<file path="src/rtl/dkimrbc_pkg.sv">
package dkimrbc_pkg;

   localparam logic [7:0] CH_TAB   = 8'd9;
   localparam logic [7:0] CH_LF    = 8'd10;
   localparam logic [7:0] CH_CR    = 8'd13;
   localparam logic [7:0] CH_SPACE = 8'd32;

   localparam int unsigned CRLF_W = 16;
   localparam logic [CRLF_W-1:0] CRLF_MAX = '1;

   typedef enum logic [1:0] {
      ST_IDLE,
      ST_FLUSH,
      ST_BYTE
   } state_type;

endpackage

</file>
<file path="src/rtl/dkimrbc_hold_ram.sv">
module dkimrbc_hold_ram #(
   parameter int unsigned DEPTH = 16,
   parameter int unsigned AW    = 4
) (
   input  logic          clock,
   input  logic          wr_en,
   input  logic [AW-1:0] wr_addr,
   input  logic          wr_data,
   input  logic [AW-1:0] rd_addr,
   output logic          rd_data
);

   logic mem [DEPTH];
   logic rd_data_ff;

   always_ff @(posedge clock) begin
      if (wr_en) begin
         mem[wr_addr] <= wr_data;
      end
   end

   always_ff @(posedge clock) begin
      rd_data_ff <= mem[rd_addr];
   end

   assign rd_data = rd_data_ff;

endmodule

</file>
<file path="src/rtl/dkim_relaxed_body_canon.sv">
// Relaxed body canonicalization over a byte stream. Spaces, tabs, CR and LF
// bytes are absorbed and produce no transaction; a run of spaces and tabs is
// held as a single space and bare CRs are held in order, up to HOLD_DEPTH
// entries, and a line end drops them. A content byte with n held entries
// produces n + 1 response transactions, one per cycle while the output is
// not stalled, since every held entry is read back through the single read
// port of the hold buffer; the input stays stalled until the last one is in
// the output register. End of body gives one transaction carrying the final
// CRLF count. Held CRLF pairs saturate at 65535 and the hold buffer drops
// entries when full; both set the sticky overflow bit, which end of body
// clears along with the held entries, the pending CRLF count and the line
// state. The hold buffer needs no clearing pass after reset.
module dkim_relaxed_body_canon #(
   parameter int unsigned HOLD_DEPTH = 16
) (
   input  logic                            clock,
   input  logic                            reset,
   input  logic                            req_valid,
   output logic                            req_stall,
   input  logic                            req_mode,
   input  logic [7:0]                      req_data_byte,
   output logic                            rsp_valid,
   input  logic                            rsp_stall,
   output logic [dkimrbc_pkg::CRLF_W-1:0]  rsp_crlf_pairs_before,
   output logic [7:0]                      rsp_out_byte,
   output logic                            rsp_byte_valid,
   output logic                            rsp_body_done,
   output logic                            rsp_run_last,
   output logic                            rsp_overflow
);
   import dkimrbc_pkg::*;

   localparam int unsigned AW = $clog2(HOLD_DEPTH);
   localparam int unsigned LW = $clog2(HOLD_DEPTH + 1);

   state_type          state_ff, state_in;
   logic [LW-1:0]      held_len_ff, held_len_in;
   logic               prev_space_ff, prev_space_in;
   logic [CRLF_W-1:0]  pending_ff, pending_in;
   logic               any_emitted_ff, any_emitted_in;
   logic               overflow_ff, overflow_in;
   logic [AW-1:0]      idx_ff, idx_in;
   logic [7:0]         byte_ff, byte_in;

   logic               rsp_valid_ff, rsp_valid_in;
   logic [CRLF_W-1:0]  rsp_crlf_ff, rsp_crlf_in;
   logic [7:0]         rsp_byte_ff, rsp_byte_in;
   logic               rsp_bvalid_ff, rsp_bvalid_in;
   logic               rsp_done_ff, rsp_done_in;
   logic               rsp_last_ff, rsp_last_in;
   logic               rsp_ovf_ff, rsp_ovf_in;

   logic               out_free;
   logic               accept;
   logic               stall_c;
   logic               hold_req;
   logic               hold_bit;
   logic               wr_en;
   logic               rd_data;
   logic [AW-1:0]      rd_addr;
   logic               last_idx;

   dkimrbc_hold_ram #(
      .DEPTH (HOLD_DEPTH),
      .AW    (AW)
   ) u_hold (
      .clock   (clock),
      .wr_en   (wr_en),
      .wr_addr (held_len_ff[AW-1:0]),
      .wr_data (hold_bit),
      .rd_addr (rd_addr),
      .rd_data (rd_data)
   );

   assign out_free = !rsp_valid_ff || !rsp_stall;
   assign stall_c  = !((state_ff == ST_IDLE) && out_free);
   assign accept   = req_valid && !stall_c;
   assign last_idx = (LW'(idx_ff) == held_len_ff - LW'(1));

   always_comb begin
      state_in       = state_ff;
      held_len_in    = held_len_ff;
      prev_space_in  = prev_space_ff;
      pending_in     = pending_ff;
      any_emitted_in = any_emitted_ff;
      overflow_in    = overflow_ff;
      idx_in         = idx_ff;
      byte_in        = byte_ff;
      rsp_valid_in   = rsp_valid_ff && rsp_stall;
      rsp_crlf_in    = rsp_crlf_ff;
      rsp_byte_in    = rsp_byte_ff;
      rsp_bvalid_in  = rsp_bvalid_ff;
      rsp_done_in    = rsp_done_ff;
      rsp_last_in    = rsp_last_ff;
      rsp_ovf_in     = rsp_ovf_ff;
      hold_req       = 1'b0;
      hold_bit       = 1'b0;
      wr_en          = 1'b0;
      rd_addr        = '0;

      unique case (state_ff)
         ST_IDLE: begin
            if (accept) begin
               if (req_mode) begin
                  rsp_valid_in   = 1'b1;
                  rsp_crlf_in    = any_emitted_ff ? CRLF_W'(1) : '0;
                  rsp_byte_in    = '0;
                  rsp_bvalid_in  = 1'b0;
                  rsp_done_in    = 1'b1;
                  rsp_last_in    = 1'b1;
                  rsp_ovf_in     = overflow_ff;
                  held_len_in    = '0;
                  prev_space_in  = 1'b0;
                  pending_in     = '0;
                  any_emitted_in = 1'b0;
                  overflow_in    = 1'b0;
               end else if (req_data_byte == CH_SPACE || req_data_byte == CH_TAB) begin
                  hold_req      = !prev_space_ff;
                  prev_space_in = 1'b1;
               end else if (req_data_byte == CH_CR) begin
                  hold_req      = 1'b1;
                  hold_bit      = 1'b1;
                  prev_space_in = 1'b0;
               end else if (req_data_byte == CH_LF) begin
                  held_len_in   = '0;
                  prev_space_in = 1'b0;
                  if (pending_ff != CRLF_MAX) begin
                     pending_in = pending_ff + CRLF_W'(1);
                  end else begin
                     overflow_in = 1'b1;
                  end
               end else if (held_len_ff == '0) begin
                  rsp_valid_in   = 1'b1;
                  rsp_crlf_in    = pending_ff;
                  rsp_byte_in    = req_data_byte;
                  rsp_bvalid_in  = 1'b1;
                  rsp_done_in    = 1'b0;
                  rsp_last_in    = 1'b1;
                  rsp_ovf_in     = overflow_ff;
                  pending_in     = '0;
                  prev_space_in  = 1'b0;
                  any_emitted_in = 1'b1;
               end else begin
                  byte_in  = req_data_byte;
                  idx_in   = '0;
                  state_in = ST_FLUSH;
               end
               if (hold_req) begin
                  if (held_len_ff < LW'(HOLD_DEPTH)) begin
                     wr_en       = 1'b1;
                     held_len_in = held_len_ff + LW'(1);
                  end else begin
                     overflow_in = 1'b1;
                  end
               end
            end
         end
         ST_FLUSH: begin
            rd_addr = idx_ff;
            if (out_free) begin
               rsp_valid_in  = 1'b1;
               rsp_crlf_in   = (idx_ff == '0) ? pending_ff : '0;
               rsp_byte_in   = rd_data ? CH_CR : CH_SPACE;
               rsp_bvalid_in = 1'b1;
               rsp_done_in   = 1'b0;
               rsp_last_in   = 1'b0;
               rsp_ovf_in    = overflow_ff;
               if (last_idx) begin
                  rd_addr  = '0;
                  state_in = ST_BYTE;
               end else begin
                  rd_addr = idx_ff + AW'(1);
                  idx_in  = idx_ff + AW'(1);
               end
            end
         end
         ST_BYTE: begin
            if (out_free) begin
               rsp_valid_in   = 1'b1;
               rsp_crlf_in    = '0;
               rsp_byte_in    = byte_ff;
               rsp_bvalid_in  = 1'b1;
               rsp_done_in    = 1'b0;
               rsp_last_in    = 1'b1;
               rsp_ovf_in     = overflow_ff;
               held_len_in    = '0;
               pending_in     = '0;
               prev_space_in  = 1'b0;
               any_emitted_in = 1'b1;
               state_in       = ST_IDLE;
            end
         end
         default: begin
            state_in = ST_IDLE;
         end
      endcase
   end

   always_ff @(posedge clock) begin
      if (reset) begin
         state_ff       <= ST_IDLE;
         held_len_ff    <= '0;
         prev_space_ff  <= 1'b0;
         pending_ff     <= '0;
         any_emitted_ff <= 1'b0;
         overflow_ff    <= 1'b0;
         rsp_valid_ff   <= 1'b0;
      end else begin
         state_ff       <= state_in;
         held_len_ff    <= held_len_in;
         prev_space_ff  <= prev_space_in;
         pending_ff     <= pending_in;
         any_emitted_ff <= any_emitted_in;
         overflow_ff    <= overflow_in;
         rsp_valid_ff   <= rsp_valid_in;
      end
   end

   // payload
   always_ff @(posedge clock) begin
      idx_ff        <= idx_in;
      byte_ff       <= byte_in;
      rsp_crlf_ff   <= rsp_crlf_in;
      rsp_byte_ff   <= rsp_byte_in;
      rsp_bvalid_ff <= rsp_bvalid_in;
      rsp_done_ff   <= rsp_done_in;
      rsp_last_ff   <= rsp_last_in;
      rsp_ovf_ff    <= rsp_ovf_in;
   end

   assign req_stall             = stall_c;
   assign rsp_valid             = rsp_valid_ff;
   assign rsp_crlf_pairs_before = rsp_crlf_ff;
   assign rsp_out_byte          = rsp_byte_ff;
   assign rsp_byte_valid        = rsp_bvalid_ff;
   assign rsp_body_done         = rsp_done_ff;
   assign rsp_run_last          = rsp_last_ff;
   assign rsp_overflow          = rsp_ovf_ff;

endmodule

</file>
<file path="config.mk">
export PLATFORM = sky130hd
export DESIGN_NAME = dkim_relaxed_body_canon
export DESIGN_NICKNAME = d
export VERILOG_FILES = /design/src/rtl/dkimrbc_pkg.sv /design/src/rtl/dkimrbc_hold_ram.sv /design/src/rtl/dkim_relaxed_body_canon.sv
export SDC_FILE = /design/constraint.sdc
export NUM_CORES = 1
export LEC_CHECK = 0
export BUFFER_PORTS_ARGS = -buffer_cell sky130_fd_sc_hd__buf_2
export CORE_ASPECT_RATIO = 1.5
export CORE_MARGIN = 5
export CORE_UTILIZATION = 43
export CTS_CLUSTER_SIZE = 40
export DETAILED_ROUTE_END_ITERATION = 16
export PLACE_DENSITY = 0.58
export SLEW_MARGIN = 0
export SYNTH_ARGS = -nofsm -noshare
export SYNTH_HDL_FRONTEND = slang
export SYNTH_SLANG_ARGS = --single-unit
</file>
<file path="constraint.sdc">
create_clock -name clock -period 7.72 [get_ports clock]
set_clock_uncertainty 0.2 [all_clocks]
set_input_delay 0 -clock clock [delete_from_list [all_inputs] [get_ports clock]]
set_output_delay 0 -clock clock [all_outputs]
set_load 0.005 [all_outputs]
</file>
==> impl_metrics.env <==
export IMPL_ys_flop_type="edfxtp_1"
export IMPL_drive_gt1_share_pct=14.7
export IMPL_synth_fp_nets=483
export IMPL_synthCells=457
export IMPL_grt_max_degree=26
export IMPL_vias=3673
export IMPL_start_util_pct=44.3
export IMPL_clockPowerShare_pct=44.1
export IMPL_avgSynthCellArea_um2=9.89
export IMPL_crit_family="compound AO/OA/AOI/OAI gates"
export IMPL_setup_violations=0
export IMPL_post_route_util_pct=51.2
export IMPL_pre_cts_slack_ps=4220
export IMPL_drt_pre_antenna_iters=5
export IMPL_synth_xor_area_share_pct=0.969
export IMPL_path_class="reg -> reg"
export IMPL_wl_per_cell_um=17.0
export IMPL_rr_endpoint="u_hold.rd_data"
export IMPL_cpPeakStageDelay_ps=510
export IMPL_grt_use_total_pct=17.6
export IMPL_synthToLayoutAreaGrowth_pct=15.4
export IMPL_worstPathCellList="inv_1, ha_1, o21ba_1, a221oi_2, o2111ai_2, a32o_2, nor4_1, a2111oi_0, or4_1"
export IMPL_row_count=45
export IMPL_drc=0
export IMPL_fp_coreArea_um2=10200
export IMPL_die_area_um2=12700
export IMPL_insertedDiodeCount=0
export IMPL_whs_ps=126
export IMPL_antenna_left=0
export IMPL_wl_um=11000
export IMPL_final_nets=526
export IMPL_ios=43
export IMPL_vdd_drop_max_mv=0.113
export IMPL_finalSetupTns_ps=0
export IMPL_clk_path_buf_depth=2
export IMPL_overflow=0
export IMPL_final_period_minus_worst_setup_slack_ps=3520
export IMPL_arrival_ps=3530
export IMPL_crit_cells=9
export IMPL_p_switching_w=0.000215
export IMPL_synth_most_common_cell="edfxtp_1"
export IMPL_rrSetupSlack_ps=4200
export IMPL_outcome="finished, final reports clean"
export IMPL_path_clk_slew_ps=70
export IMPL_place_congestion=0.824
export IMPL_synth_commonest_cells="edfxtp_1 (56), nor2_1 (47), nand2_1 (45), dfxtp_1 (28), o21ai_0 (28)"
export IMPL_synth_seq_area_share_pct=49.6
export IMPL_power_leakage_nw=1.85
export IMPL_synth_top_area_share_pct=37.2
export IMPL_cp_slowest_cell="or4_1"
export IMPL_synth_edf_count=56
export IMPL_chipWidth_um=93.7
export IMPL_rsz0062_at_grt="no"
export IMPL_max_freq_ghz=0.284
export IMPL_max_cap_violations=0
export IMPL_cts_sinks=84
export IMPL_syn_area_um2=4520
export IMPL_die_y_um=136
export IMPL_finalCritPeriodShare_pct=45.6
export IMPL_worst_path_max_fanout=22
export IMPL_cts_tree="yes"
export IMPL_reg2regPathDepth=9
export IMPL_cts_resized=0
export IMPL_synth_fa_ha_area_share_pct=3.60
export IMPL_place_hpwl_um=7740
export IMPL_numCtsBuffers=9
export IMPL_whs_path_depth=4
export IMPL_worstPathRequired_ps=7730
export IMPL_p_seq_share_pct=50.2
export IMPL_synth_seq_cells=84
export IMPL_drv_slew=0
export IMPL_start_kind="flip-flop"
export IMPL_grt_pass1_vias=3666
export IMPL_synth_cell_types=65
export IMPL_worst_slew_pin_slew_ps=879
export IMPL_hold_path_end="rsp_valid"
export IMPL_yosys_top_cells_area="edfxtp_1 (37%), dfxtp_1 (12%), nor2_1 (3.9%)"
export IMPL_p_sw_share_pct=22.0
export IMPL_synth_mux_area_fraction_pct=0.914
export IMPL_hold_viol=0
export IMPL_p_per_area_nw_per_um2=187
export IMPL_synth_top_cell_by_area="edfxtp_1"
export IMPL_async_reset_ff_share_pct=0
export IMPL_r2r_start="held_len_ff[0]"
export IMPL_vias_per_cell=5.69
export IMPL_setup_ws_ps=4200
export IMPL_p_comb_share_pct=5.8
export IMPL_port_buffers=42
export IMPL_cp_end_kind="flip-flop"
export IMPL_htreeDepth=3
export IMPL_ys_warnings_count=0
export IMPL_power_w=0.000975
export IMPL_cts_root_buf="clkbuf_16"
export IMPL_worst_skew_pair_late_latency_ps=330
export IMPL_grt_pass1_wl_um=17900
export IMPL_intPower_w=0.000761
export IMPL_antenna_found_initial=0
export IMPL_slew_headroom_pct=40.5
export IMPL_synth_top_family_by_area="simple AND/OR/NAND/NOR gates"
export IMPL_synth_simple_area_share_pct=21.9
export IMPL_cp_num_buf_inv=1
export IMPL_synth_compound_area_share_pct=18.7
export IMPL_hold_path_class="in -> reg"
export IMPL_drtIter0Drc=243
export IMPL_min_from="rsp_stall"
final cells by class:
cell class | count | area, um^2
multi-input combinational | 334 | 2100
sequential | 84 | 2240
clock buffer | 9 | 225
clock inverter | 7 | 75.1
timing repair buffer | 56 | 343
tap | 141 | 176
inverter | 15 | 56.3
fill | 930 | 4980
sequential cells by signal, indices dropped and copies added (netlist names), 2 cells and up:
| name | count |
|---|---|
| pending_ff | 16 |
| held_len_ff | 5 |
| state_ff | 2 |
| rsp_crlf_pairs_before | 16 |
| idx_ff | 4 |
| rsp_out_byte | 8 |
| u_hold.mem | 16 |
| byte_ff | 8 |
worst reg2reg max path: cells and delay by family, from the launching register on:
kind / cells / cell delay, ps
and+or+nand+nor: 2 / 810
buffers and inverters: 1 / 150
AOI/OAI and AO/OA: 5 / 1530
DFF: 1 / 440
adders and majority gates: 1 / 280
cells by family after synthesis:
kind of cell             Yosys count
buffers and inverters             39
XOR/XNOR                           5
flip-flops                        84
AO/OA/AOI/OAI                    120
adder cells (fa/ha/maj)           13
multiplexers                       4
AND/OR/NAND/NOR                  192
how the worst max path moves through the flow:
stage,startpoint,to,slack [ps]
6_report,held_len_ff[0],u_hold.rd_data,4200
5_1_grt,held_len_ff[0],u_hold.rd_data,3920
4_1_cts,held_len_ff[0],u_hold.rd_data,4220
3_5_place_dp,held_len_ff[0],u_hold.rd_data,4220
3_3_place_gp,held_len_ff[0],u_hold.rd_data,4350
2_1_floorplan,held_len_ff[3],rsp_crlf_pairs_before[0],3880
power by group through the flow:
stage	Clock [W]	Sequential (W)	Combinational (W)
detailed placement	0	0.000499	0.0000521
finish	0.000430	0.000489	0.0000563
CTS	0.000441	0.000489	0.0000567
global placement	0	0.000499	0.0000517
floorplan	0	0.000501	0.0000276
global route	0.000460	0.000490	0.0000623
what timing repair did:
item	CTS	global route
endpoints found under the setup margin	0	0
setup buffers	0	0
hold buffers	11	0
hold endpoints to repair	39	0
stage by stage:
| step | area (um^2) | std cells |
|---|---|---|
| 5_1_grt | 5210 | 646 |
| 3_3_place_gp | 4800 | 619 |
| 3_5_place_dp | 4800 | 619 |
| 2_1_floorplan | 4520 | 457 |
| 4_1_cts | 5210 | 646 |
| 6_report | 5210 | 646 |
cells in the final DEF (no fill, tap or decap), types with 11 or more instances in the layout:
| master | count |
|---|---|
| buf_2 | 42 |
| a21oi_1 | 25 |
| and2_1 | 23 |
| or3_1 | 11 |
| ha_1 | 13 |
| edfxtp_1 | 56 |
| nor2_1 | 47 |
| o21ai_0 | 28 |
| dlygate4sd3_1 | 11 |
| nand3_1 | 20 |
| dfxtp_1 | 28 |
| inv_1 | 12 |
| nand2_1 | 45 |
routing by layer:
metal / global-route usage (%) / vias to the layer above / wire length [um]
met1: 21.9 / 1767 / 4640
met4: 6.43 / 0 / 239
met5: 0 / - / 0
met3: 3.72 / 17 / 532
li1: - / 1791 / -
met2: 29.9 / 98 / 5540
Note: power is estimated with default switching activity, not from simulation.
